$ cat config.mk
export PLATFORM = sky130hd
export DESIGN_NAME = pid_step_variable_interval
export DESIGN_NICKNAME = d
export VERILOG_FILES = /design/src/hdl/pidv_pkg.sv /design/src/hdl/pid_step_variable_interval.sv /design/src/hdl/pidv_mul.sv /design/src/hdl/pidv_div.sv
export SDC_FILE = /design/constraint.sdc
export NUM_CORES = 2
export LEC_CHECK = 0
export BUFFER_PORTS_ARGS = -buffer_cell sky130_fd_sc_hd__clkbuf_2
export CORE_ASPECT_RATIO = 1.1
export CORE_MARGIN = 5
export CORE_UTILIZATION = 65
export DETAILED_ROUTE_END_ITERATION = 7
export GPL_TIMING_DRIVEN = 0
export PLACE_DENSITY_LB_ADDON = 0.08
export SLEW_MARGIN = 20
export SYNTH_ARGS = -nofsm -noshare
export SYNTH_HDL_FRONTEND = slang
export SYNTH_SLANG_ARGS = --single-unit
$ cat constraint.sdc
create_clock -name clk_i -period 22.4 [get_ports clk_i]
set_input_delay 4.48 -clock clk_i [delete_from_list [all_inputs] [get_ports clk_i]]
set_output_delay 4.48 -clock clk_i [all_outputs]
set_load 0.03 [all_outputs]
$ cat src/hdl/pidv_pkg.sv
// Package for the variable-interval PID step block: widths, configuration register
// indexes, sequencer states, accumulator operation codes and divider request/response types.
// No dependencies; the multiplier, divider and top level import it.
package pidv_pkg;

  // Field widths
  localparam int unsigned DATA_W  = 32;           // Q16.16 words and tick counts
  localparam int unsigned MUL_W   = DATA_W + 1;   // shared multiplier operand width
  localparam int unsigned PROD_W  = 2 * MUL_W;    // full signed product width
  localparam int unsigned INTEG_W = 48;           // error integral width
  localparam int unsigned ACC_W   = 82;           // exact Q32.32 sum of all terms
  localparam int unsigned FRAC_W  = 16;           // fractional bits of Q16.16
  localparam int unsigned QUO_W   = DATA_W + 1;   // derivative quotient width
  localparam int unsigned CNT_W   = 6;            // divider step counter width

  // Configuration register indexes
  localparam logic [1:0] REG_SETPOINT   = 2'd0;
  localparam logic [1:0] REG_PROP_GAIN  = 2'd1;
  localparam logic [1:0] REG_INTEG_GAIN = 2'd2;
  localparam logic [1:0] REG_DERIV_GAIN = 2'd3;

  // Sequencer states
  typedef enum logic [3:0] {
    ST_IDLE,
    ST_MUL_KP,
    ST_MUL_ED,
    ST_INTEG,
    ST_MUL_KIH,
    ST_MUL_KIL,
    ST_ACC_KIL,
    ST_DIV_WAIT,
    ST_MUL_KD,
    ST_ACC_KD,
    ST_OUT
  } state_e;

  // Accumulator operations
  typedef enum logic [1:0] {
    ACC_NONE,
    ACC_LOAD,
    ACC_ADD,
    ACC_ADD16
  } acc_op_e;

  // Divider control and status
  typedef struct packed {
    logic                     start;
    logic signed [QUO_W-1:0]  num;
    logic [DATA_W-1:0]        den;
  } div_req_t;

  typedef struct packed {
    logic                     busy;
    logic signed [QUO_W-1:0]  quo;
  } div_rsp_t;

endpackage

$ cat src/hdl/pid_step_variable_interval.sv
// PID step with variable sample interval, Q16.16. A full item's result time is set by the
// 33-step serial divider for the derivative, with the shared multiplier passes run
// alongside; a proportional-only item skips the integral and derivative passes. One item at a
// time: input ready returns in the cycle after the result is loaded.
// A next item is taken while a result waits and holds in its output step until it drains.
// Reset (rst_ni low, asynchronous) clears gains, setpoint, controller state and output valid.
module pid_step_variable_interval
  import pidv_pkg::*;
(
  input  logic        clk_i,
  input  logic        rst_ni,
  // input items
  input  logic        s_axis_tvalid_i,
  output logic        s_axis_tready_o,
  input  logic [63:0] s_axis_tdata_i,   // [31:0] sample_time, [63:32] position
  // result items
  output logic        m_axis_tvalid_o,
  input  logic        m_axis_tready_i,
  output logic [31:0] m_axis_tdata_o,   // [31:0] drive
  output logic        m_axis_tuser_o,   // [0] prop_only
  // configuration writes
  input  logic        cfg_valid_i,
  output logic        cfg_ready_o,
  input  logic [1:0]  cfg_index_i,
  input  logic [31:0] cfg_data_i
);

  localparam logic signed [DATA_W-1:0] S32_MAX = {1'b0, {(DATA_W-1){1'b1}}};
  localparam logic signed [DATA_W-1:0] S32_MIN = {1'b1, {(DATA_W-1){1'b0}}};
  localparam logic signed [INTEG_W-1:0] S48_MAX = {1'b0, {(INTEG_W-1){1'b1}}};
  localparam logic signed [INTEG_W-1:0] S48_MIN = {1'b1, {(INTEG_W-1){1'b0}}};

  state_e state_q, state_d;

  // configuration
  logic signed [DATA_W-1:0] setpoint_q, kp_q, ki_q, kd_q;

  // controller state
  logic [DATA_W-1:0]         last_time_q;
  logic signed [DATA_W-1:0]  last_error_q;
  logic signed [INTEG_W-1:0] integ_q;

  // per-item work registers
  logic [DATA_W-1:0]         time_q;
  logic signed [DATA_W-1:0]  err_q;
  logic [DATA_W-1:0]         delta_q;
  logic                      prop_q;
  logic signed [INTEG_W-1:0] integ_new_q, integ_new_d;
  logic signed [ACC_W-1:0]   acc_q, acc_d;

  // output register
  logic                      out_valid_q;
  logic signed [DATA_W-1:0]  drive_q, drive_d;
  logic                      out_prop_q;

  // handshake and control
  logic                      in_acc;
  logic                      out_free;
  logic                      out_load;
  logic                      mul_en;
  logic signed [MUL_W-1:0]   mul_a, mul_b;
  logic signed [PROD_W-1:0]  prod;
  acc_op_e                   acc_op;
  logic                      integ_en;
  div_req_t                  div_req;
  div_rsp_t                  div_rsp;

  // input decode
  logic [DATA_W-1:0]         in_time;
  logic signed [DATA_W-1:0]  in_pos;
  logic signed [DATA_W:0]    err_wide;
  logic signed [DATA_W-1:0]  err_sat;
  logic [DATA_W-1:0]         in_delta;

  assign in_time  = s_axis_tdata_i[31:0];
  assign in_pos   = s_axis_tdata_i[63:32];
  assign err_wide = {setpoint_q[DATA_W-1], setpoint_q} - {in_pos[DATA_W-1], in_pos};
  assign in_delta = in_time - last_time_q;

  // error saturated to 32 bits
  always_comb begin
    if (err_wide[DATA_W] != err_wide[DATA_W-1]) begin
      err_sat = err_wide[DATA_W] ? S32_MIN : S32_MAX;
    end else begin
      err_sat = err_wide[DATA_W-1:0];
    end
  end

  assign s_axis_tready_o = (state_q == ST_IDLE);
  assign in_acc          = s_axis_tvalid_i && s_axis_tready_o;
  assign out_free        = !out_valid_q || m_axis_tready_i;
  assign cfg_ready_o     = 1'b1;

  // next state
  always_comb begin
    state_d = state_q;
    case (state_q)
      ST_IDLE:     if (in_acc) state_d = ST_MUL_KP;
      ST_MUL_KP:   state_d = ST_MUL_ED;
      ST_MUL_ED:   state_d = prop_q ? ST_OUT : ST_INTEG;
      ST_INTEG:    state_d = ST_MUL_KIH;
      ST_MUL_KIH:  state_d = ST_MUL_KIL;
      ST_MUL_KIL:  state_d = ST_ACC_KIL;
      ST_ACC_KIL:  state_d = ST_DIV_WAIT;
      ST_DIV_WAIT: if (!div_rsp.busy) state_d = ST_MUL_KD;
      ST_MUL_KD:   state_d = ST_ACC_KD;
      ST_ACC_KD:   state_d = ST_OUT;
      ST_OUT:      if (out_free) state_d = ST_IDLE;
      default:     state_d = ST_IDLE;
    endcase
  end

  // sequencer outputs: multiplier operands, accumulator and divider control
  always_comb begin
    mul_en      = 1'b0;
    mul_a       = '0;
    mul_b       = '0;
    acc_op      = ACC_NONE;
    integ_en    = 1'b0;
    out_load    = 1'b0;
    div_req.start = 1'b0;
    div_req.num = {err_q[DATA_W-1], err_q} - {last_error_q[DATA_W-1], last_error_q};
    div_req.den = delta_q;
    case (state_q)
      ST_MUL_KP: begin
        mul_en        = 1'b1;
        mul_a         = MUL_W'(kp_q);
        mul_b         = MUL_W'(err_q);
        div_req.start = !prop_q;
      end
      ST_MUL_ED: begin
        acc_op = ACC_LOAD;
        mul_en = !prop_q;
        mul_a  = MUL_W'(err_q);
        mul_b  = {1'b0, delta_q};
      end
      ST_INTEG: begin
        integ_en = 1'b1;
      end
      ST_MUL_KIH: begin
        mul_en = 1'b1;
        mul_a  = MUL_W'(ki_q);
        mul_b  = MUL_W'($signed(integ_new_q[INTEG_W-1:FRAC_W]));
      end
      ST_MUL_KIL: begin
        acc_op = ACC_ADD16;
        mul_en = 1'b1;
        mul_a  = MUL_W'(ki_q);
        mul_b  = {{(MUL_W-FRAC_W){1'b0}}, integ_new_q[FRAC_W-1:0]};
      end
      ST_ACC_KIL: begin
        acc_op = ACC_ADD;
      end
      ST_MUL_KD: begin
        mul_en = 1'b1;
        mul_a  = MUL_W'(kd_q);
        mul_b  = div_rsp.quo;
      end
      ST_ACC_KD: begin
        acc_op = ACC_ADD;
      end
      ST_OUT: begin
        out_load = out_free;
      end
      default: begin
        mul_en = 1'b0;
      end
    endcase
  end

  pidv_mul u_mul (
    .clk_i  (clk_i),
    .en_i   (mul_en),
    .a_i    (mul_a),
    .b_i    (mul_b),
    .prod_o (prod)
  );

  pidv_div u_div (
    .clk_i  (clk_i),
    .rst_ni (rst_ni),
    .req_i  (div_req),
    .rsp_o  (div_rsp)
  );

  // accumulator of the exact Q32.32 drive sum
  always_comb begin
    case (acc_op)
      ACC_LOAD:  acc_d = ACC_W'(prod);
      ACC_ADD:   acc_d = acc_q + ACC_W'(prod);
      ACC_ADD16: acc_d = acc_q + (ACC_W'(prod) <<< FRAC_W);
      default:   acc_d = acc_q;
    endcase
  end

  // new integral: old integral plus error times interval, saturated to 48 bits
  logic signed [PROD_W-1:0] integ_sum;
  assign integ_sum = PROD_W'(integ_q) + prod;

  always_comb begin
    if (integ_sum > PROD_W'(S48_MAX)) begin
      integ_new_d = S48_MAX;
    end else if (integ_sum < PROD_W'(S48_MIN)) begin
      integ_new_d = S48_MIN;
    end else begin
      integ_new_d = integ_sum[INTEG_W-1:0];
    end
  end

  // drive: floor of the sum over 2^16, saturated to 32 bits
  logic [ACC_W-DATA_W-FRAC_W:0] acc_top;
  assign acc_top = acc_q[ACC_W-1:DATA_W+FRAC_W-1];

  always_comb begin
    if (acc_top != '0 && acc_top != '1) begin
      drive_d = acc_q[ACC_W-1] ? S32_MIN : S32_MAX;
    end else begin
      drive_d = acc_q[DATA_W+FRAC_W-1:FRAC_W];
    end
  end

  // control registers, configuration and controller state
  always_ff @(posedge clk_i or negedge rst_ni) begin
    if (!rst_ni) begin
      state_q      <= ST_IDLE;
      out_valid_q  <= 1'b0;
      setpoint_q   <= '0;
      kp_q         <= '0;
      ki_q         <= '0;
      kd_q         <= '0;
      last_time_q  <= '0;
      last_error_q <= '0;
      integ_q      <= '0;
    end else begin
      state_q <= state_d;
      if (out_load) begin
        out_valid_q <= 1'b1;
      end else if (m_axis_tready_i) begin
        out_valid_q <= 1'b0;
      end
      if (cfg_valid_i && cfg_ready_o) begin
        case (cfg_index_i)
          REG_SETPOINT:   setpoint_q <= cfg_data_i;
          REG_PROP_GAIN:  kp_q       <= cfg_data_i;
          REG_INTEG_GAIN: ki_q       <= cfg_data_i;
          REG_DERIV_GAIN: kd_q       <= cfg_data_i;
          default:        setpoint_q <= setpoint_q;
        endcase
      end
      // commit state only for a positive interval
      if (out_load && !prop_q) begin
        last_time_q  <= time_q;
        last_error_q <= err_q;
        integ_q      <= integ_new_q;
      end
    end
  end

  // per-item payload registers
  always_ff @(posedge clk_i) begin
    if (in_acc) begin
      time_q  <= in_time;
      err_q   <= err_sat;
      delta_q <= in_delta;
      prop_q  <= (in_delta[DATA_W-1] || in_delta == '0);
    end
    if (integ_en) begin
      integ_new_q <= integ_new_d;
    end
    acc_q <= acc_d;
    if (out_load) begin
      drive_q    <= drive_d;
      out_prop_q <= prop_q;
    end
  end

  assign m_axis_tvalid_o = out_valid_q;
  assign m_axis_tdata_o  = drive_q;
  assign m_axis_tuser_o  = out_prop_q;

  // divider result is final before the derivative product is formed
  assert property (@(posedge clk_i) disable iff (!rst_ni)
    (state_q == ST_MUL_KD) |-> !div_rsp.busy)
    else $error("derivative product taken while divider busy");

  // a proportional-only item leaves the controller state untouched
  assert property (@(posedge clk_i) disable iff (!rst_ni)
    (out_load && prop_q) |=> (last_time_q == $past(last_time_q)
                              && integ_q == $past(integ_q)))
    else $error("proportional-only item changed controller state");

  // a new result appears only from the output state
  assert property (@(posedge clk_i) disable iff (!rst_ni)
    $rose(m_axis_tvalid_o) |-> $past(state_q == ST_OUT))
    else $error("result valid raised outside output state");

  // the divider is only started with a positive interval
  assert property (@(posedge clk_i) disable iff (!rst_ni)
    div_req.start |-> (!delta_q[DATA_W-1] && delta_q != '0))
    else $error("divider started with a non-positive interval");

endmodule

$ cat src/hdl/pidv_mul.sv
// Shared signed multiplier with a registered product.
// Depends on pidv_pkg for operand and product widths.
module pidv_mul
  import pidv_pkg::*;
(
  input  logic                     clk_i,
  input  logic                     en_i,
  input  logic signed [MUL_W-1:0]  a_i,
  input  logic signed [MUL_W-1:0]  b_i,
  output logic signed [PROD_W-1:0] prod_o
);

  logic signed [PROD_W-1:0] prod_d, prod_q;

  // One product per enabled cycle
  assign prod_d = a_i * b_i;

  always_ff @(posedge clk_i) begin
    if (en_i) begin
      prod_q <= prod_d;
    end
  end

  assign prod_o = prod_q;

endmodule

$ cat src/hdl/pidv_div.sv
// Radix-2 restoring divider for the derivative term: signed numerator over a
// positive divisor, quotient truncated toward zero. Depends on pidv_pkg.
module pidv_div
  import pidv_pkg::*;
(
  input  logic     clk_i,
  input  logic     rst_ni,
  input  div_req_t req_i,
  output div_rsp_t rsp_o
);

  logic                busy_d, busy_q;
  logic [CNT_W-1:0]    cnt_d, cnt_q;
  logic                neg_d, neg_q;
  logic [DATA_W-1:0]   den_d, den_q;
  logic [DATA_W-1:0]   rem_d, rem_q;
  logic [QUO_W-1:0]    quo_d, quo_q;
  logic [DATA_W:0]     rem_sh;
  logic [DATA_W:0]     trial;
  logic                take;
  logic [QUO_W-1:0]    quo_next;

  // One quotient bit per cycle
  assign rem_sh   = {rem_q, quo_q[QUO_W-1]};
  assign trial    = rem_sh - {1'b0, den_q};
  assign take     = (rem_sh >= {1'b0, den_q});
  assign quo_next = {quo_q[QUO_W-2:0], take};

  always_comb begin
    busy_d = busy_q;
    cnt_d  = cnt_q;
    neg_d  = neg_q;
    den_d  = den_q;
    rem_d  = rem_q;
    quo_d  = quo_q;
    if (req_i.start) begin
      busy_d = 1'b1;
      cnt_d  = CNT_W'(QUO_W);
      neg_d  = req_i.num[QUO_W-1];
      den_d  = req_i.den;
      rem_d  = '0;
      quo_d  = req_i.num[QUO_W-1] ? (~req_i.num + 1'b1) : req_i.num;
    end else if (busy_q) begin
      rem_d = take ? trial[DATA_W-1:0] : rem_sh[DATA_W-1:0];
      cnt_d = cnt_q - 1'b1;
      if (cnt_q == CNT_W'(1)) begin
        // last bit: apply the sign of the numerator
        busy_d = 1'b0;
        quo_d  = neg_q ? (~quo_next + 1'b1) : quo_next;
      end else begin
        quo_d = quo_next;
      end
    end
  end

  always_ff @(posedge clk_i or negedge rst_ni) begin
    if (!rst_ni) begin
      busy_q <= 1'b0;
      cnt_q  <= '0;
    end else begin
      busy_q <= busy_d;
      cnt_q  <= cnt_d;
    end
  end

  always_ff @(posedge clk_i) begin
    neg_q <= neg_d;
    den_q <= den_d;
    rem_q <= rem_d;
    quo_q <= quo_d;
  end

  assign rsp_o.busy = busy_q;
  assign rsp_o.quo  = quo_q;

endmodule
=== Word-level counts from Yosys, hierarchy flattened ===
Index checks and enable logic that the tools add are counted.

* Bitwise gates (word level): 2
* Multipliers: 1
* $add $sub $neg: 10
* Mux-type cells: 31
* Order comparisons: 3
* Reductions and logical operators: 22
* Eq/ne operators: 22

{| class="wikitable"
|+ Operators with widths
! kind !! count
|-
| one-hot mux 82 bit (3 select lines) || 1
|-
| 2-to-1 mux 33 bit || 5
|-
| one-hot mux 33 bit (5 select lines) || 1
|-
| 2-to-1 mux 32 bit || 5
|-
| one-hot mux 33 bit (4 select lines) || 1
|-
| adder 82 x 66 -> 82 bit || 1
|-
| adder 82 bit || 1
|-
| adder 33 x 1 -> 33 bit (second input constant) || 2
|-
| adder 48 x 66 -> 66 bit || 1
|-
| > comparator 66 x 48 -> 1 bit (second input constant) || 1
|-
| less-than comparator 66 x 48 -> 1 bit (second input constant) || 1
|-
| multiplier 33 x 33 -> 66 bit || 1
|-
| NOT 33 bit || 2
|-
| subtractor 32 x 32 -> 33 bit || 2
|-
| subtractor 32 bit || 2
|-
| 2-to-1 mux 48 bit || 1
|-
| one-hot mux 4 bit (11 select lines) || 1
|-
| inequality test 35 bit (second input constant) || 1
|-
| nonzero test 35 bit || 1
|-
| greater-or-equal comparator 33 x 32 -> 1 bit || 1
|-
| logical NOT 32 bit || 1
|-
| equality test 4 x 3 -> 1 bit (second input constant) || 4
|-
| 2-to-1 mux 4 bit || 4
|-
| equality test 4 bit (second input constant) || 3
|-
| 24 further kinds || 47
|}

* Output and inout port bits: 36
* Flip-flop bits (word level): 676

=== Longest topological paths before layout ===
* Word-level depth: 7
* Gate-level depth with buffers: 41

=== Hierarchy ===
A second synthesis with hierarchy kept.

* Cells, all modules: 9318
* Area total of the unflattened synthesis: 87297.5 um^2

{| class="wikitable"
|+ Modules (own cells, without submodules)
! module !! instances !! seq. area each (um^2) !! area each (um^2) !! cells each
|-
| pidv_mul || 1 || 1981.9 || 40629.0 || 4232
|-
| pid_step_variable_interval || 1 || 13938.4 || 38997.4 || 4201
|-
| pidv_div || 1 || 2797.7 || 7671.1 || 885
|}

=== Worst setup path after synthesis ===
Ideal clock, no wire load.

* Path kind: flip-flop to flip-flop
* Start point: register state_q[1]
* End point: register u_mul.prod_q[64] (netlist: u_mul.prod_o[64]), data pin
* Required time: 22129 ps
* Period minus slack after synthesis: 10111 ps
* Cell stages (with the launch flop): 35
* Arrival time: 9840 ps
* Path slack: 12289 ps
* Path through: dfrtp_1 -> clkbuf_1 -> inv_1 -> nand2_1 -> nor3_1 -> clkbuf_1 -> clkbuf_1 -> clkbuf_1 -> a22oi_1 -> nand2_1 -> clkbuf_1 -> nand2_1 -> fa_1 -> inv_1 -> fa_1 -> fa_1 -> fa_1 -> fa_1 -> fa_1 -> fa_1 -> inv_1 -> fa_1 -> inv_1 -> ha_1 -> a21o_1 -> a21o_1 -> a21o_1 -> a22o_1 -> a311oi_1 -> o21ai_1 -> a311oi_1 -> o21ai_1 -> nor2b_1 -> a2111oi_0 -> nor3_1

* Cells in the longest elaborated chain, start to end: 4
* Elaborated cells on any way between the ends: 9
* Classes of those cells: mul: 1; eq/ne: 5; mux: 2; reduce/logical: 1

{| class="wikitable"
|+ Ends and longest elaborated chain
! item !! RTL line !! source
|-
| from (decl) || pid_step_variable_interval.sv:33 || <nowiki>state_e state_q, state_d;</nowiki>
|-
| from (signal assigned) || pid_step_variable_interval.sv:235 || <nowiki>state_q <= state_d;</nowiki>
|-
| equality test 4 x 3 -> 1 bit || pid_step_variable_interval.sv:124 || <nowiki>case (state_q)</nowiki>
|-
| OR reduction 2 bit (no line) || n/a ||
|-
| one-hot mux 33 bit (4 select lines) || pid_step_variable_interval.sv:124 ||
|-
| multiplier 33 x 33 -> 66 bit * || pidv_mul.sv:16 || <nowiki>assign prod_d = a_i * b_i;</nowiki>
|-
| named net u_mul.prod_d[64] || pidv_mul.sv:13 || <nowiki>logic signed [PROD_W-1:0] prod_d, prod_q;</nowiki>
|-
| to (signal assigned) || pidv_mul.sv:20 || <nowiki>prod_q <= prod_d;</nowiki>
|-
| to (decl) || pidv_mul.sv:13 ||
|}

The timed path passes the listed nets; every way through them passes the cells marked *.
A chain may end at the register's enable or synchronous reset.

=== Worst setup path in the final report ===
* Start point: register state_q[3]
* End point: register u_mul.prod_q[64] (netlist: u_mul.prod_o[64]), data pin

Same word-level chain as after synthesis.

==> metrics.md <==
| Metric | Value |
|---|---|
| Arrival @ worst endpoint | `14.91 ns` |
| CP Data Required Time | `22.83 ns` |
| Max_slew headroom | `8.504%` |
| Synth Net Count | `10,838` |
| CTS tree | `built` |
| CTS max path bufs | `3` |
| Placed instance count | `10,869` |
| WL/cell | `28.05 um` |
| DP Wirelength | `248.9 mm` |
| Area Overhead vs Synth | `6.815%` |
| Sequential share of the synthesized area | `22.44%` |
| Hold crit path type | `flop to flop` |
| Most frequent cells in the layout | `inv_1, fa_1, nand2_1` |
| Fmax | `0.06903 GHz` |
| Synth unique cells | `98` |
| First-pass GRT wire length | `456.6 mm` |
| Crit Path Category | `flop to flop` |
| H-tree depth | `3` |
| Final hold violations | `0` |
| NumNets Final | `11,073` |
| Clk root buf | `clkbuf_16` |
| Setup-failing EPs final | `0` |
| Core Area | `0.1272 mm^2` |
| Period utilization | `64.67%` |
| Initial antenna violation count | `13` |
| Startpoint types | `flop` |
| Row count | `137` |
| Sink Count | `676` |
| Crit. End Element | `flop` |
| Post-Synthesis Cells | `9,044` |
| CTS Hold Bufs | `0` |
| Largest net degree at the start of global routing | `92` |
| Fin Setup TNS | `0 ns` |
| Post-CTS setup buffer count | `0` |
| Cell mode on critical path | `fa_1` |
| Layout Skew | `0.04653 ns` |
| Grt total ovfl | `0` |
| Synth Warn # | `0` |
| Fin util | `70.04%` |
| First-pass DRT Iterations | `8` |
| Avg Cell Area, Syn | `9.222 um^2` |
| Post-CTS sizing | `0` |
| Final ANT Viol Nets | `0` |
| Most used DFF post-synth | `edfxtp_1` |
| Die width | `351.5 um` |
| Top cell type's share of synthesized area | `27.10%` |
| Slowest stage delay, CP | `0.92 ns` |
| RSZ-0062 raised after global routing | `false` |
| Register bit total from synthesis | `676` |
| Vias | `71,806` |
| Yosys top cell by area | `fa_1` |
| Reg clk slew, reported paths | `0.06 ns` |
| Cts bufs inserted | `74` |
| MaxCap Viol Count | `0` |
| Post-Synthesis Cell Area | `0.08340 mm^2` |
| Routability cong. | `1.083` |
| Final std cell area, no fill | `0.08909 mm^2` |
| Slowest cell on crit path | `nor3_1` |
| Outcome | `finished, final reports clean` |
| Die Height | `385.7 um` |
| Post-synth EDFFs | `392` |
| Final wirelength | `309.0 mm` |
| Post-Place Cell Area | `0.08658 mm^2` |
| Final max-slew violation count | `0` |
| Minimum clock period | `14.49 ns` |
| Vias in the first global route | `72,729` |
| Finished Layout Cells | `11,016` |
| Starting Density | `65.58%` |
| # IOs | `139` |
| Share of cells above drive strength 1 | `5.697%` |
| CP delay by family, top | `adder cells` |
| Worst slew pin tran | `1.372 ns` |
| Starting DRC count in detailed routing | `8,512` |
| Clk Latency, worst-skew pair | `0.70 ns` |
| Area contributors post-synth | `fa_1, edfxtp_1, ha_1` |
| Asr flop ratio synth | `37.28%` |
| Die area | `0.1356 mm^2` |
| WP buf/inv | `11` |
| Commonest non-fill, non-tap cell in the layout | `inv_1` |
| Buffers on Ports | `137` |
| Residual DRC count | `0` |
| Overall routing resource usage | `45.92%` |
| Critical path peak fanout | `10` |
| Vias per cell | `6.518` |
Yosys cell counts (76+ instances only):
cell type	n
a21o_1	269
a22oi_1	118
ha_1	562
edfxtp_1	392
nand4_1	95
nor2_1	842
mux2_2	180
dfrtp_1	252
o21ai_0	364
inv_1	1373
nand3_1	79
xor2_1	170
a21oi_1	469
clkbuf_1	391
and2_1	76
fa_1	1129
nand2_1	1012
xnor2_1	262
cell type report:
class                           instances  area [um^2]
Sequential cell                       676        18720
Tap cell                             1668         2087
Multi-Input combinational cell       6564        57970
Clock buffer                           89         1958
Inverter                             1374         5160
Clock inverter                         47        490.5
Antenna cell                            9        22.52
Fill cell                            9728        38100
Timing Repair Buffer                  159         1039
Buffer                                430         1644
worst register-to-register path: cells and delay by family, from the launching register on:
| kind | cells | cell delay, ns |
|---|---|---|
| simple gates | 7 | 2.52 |
| buf+inv | 11 | 3.57 |
| compound gates | 11 | 3.17 |
| flops | 1 | 0.32 |
| fa+ha+maj | 9 | 4.65 |
stage by stage:
step	setup WS [ns]	hold WS [ns]
floorplan	12.29	0.4260
global placement	8.444	0.4319
detailed placement	8.525	0.4472
CTS	8.467	0.4557
global route	7.651	0.4818
finish	7.913	0.4550
cells by family after synthesis:
kind of cell / share of synthesized area (%)
AOI/OAI and AO/OA: 13.63
adders and majority gates: 35.61
DFF: 22.44
other: 0.004496
buffers and inverters: 8.147
xor gates and xnor gates: 4.536
muxes: 2.694
and+or+nand+nor: 12.93
final timing paths:
| path | start | endpoint | slack, ns | depth (start not counted) |
|---|---|---|---|---|
| max | state_q[3]$_DFFE_PN0P_ | u_mul.prod_o[64]$_DFFE_PP_ | 7.91 | 38 |
| min | time_q[4]$_DFFE_PP_ | last_time_q[4]$_DFFE_PN0P_ | 0.45 | 2 |
| max reg2reg | state_q[3]$_DFFE_PN0P_ | u_mul.prod_o[64]$_DFFE_PP_ | 7.91 | 38 |
| min reg2reg | time_q[4]$_DFFE_PP_ | last_time_q[4]$_DFFE_PN0P_ | 0.45 | 2 |
| max in group asynchronous | rst_ni | integ_q[42]$_DFFE_PN0P_ | 17.16 | 3 |
| min in group asynchronous | rst_ni | setpoint_q[12]$_DFFE_PN0P_ | 3.83 | 1 |
state kept, by name, indices dropped and copies added (netlist names), 33 cells and up:
name          count
u_div.quo_q      33
integ_q          48
integ_new_q      48
acc_q            82
u_mul.prod_o     66
routing by layer:
layer  vias to the layer above  GRT usage (%)  share of wire, %
met4                        22          32.10               9.1
met5                         -              0             0.049
li1                      30334              -                 -
met2                      5069          66.95                42
met1                     35076          56.78                35
met3                      1305          16.94                14
Power is not shown: default switching activity piles up to over one toggle a cycle in this logic, so the estimate is an artifact.
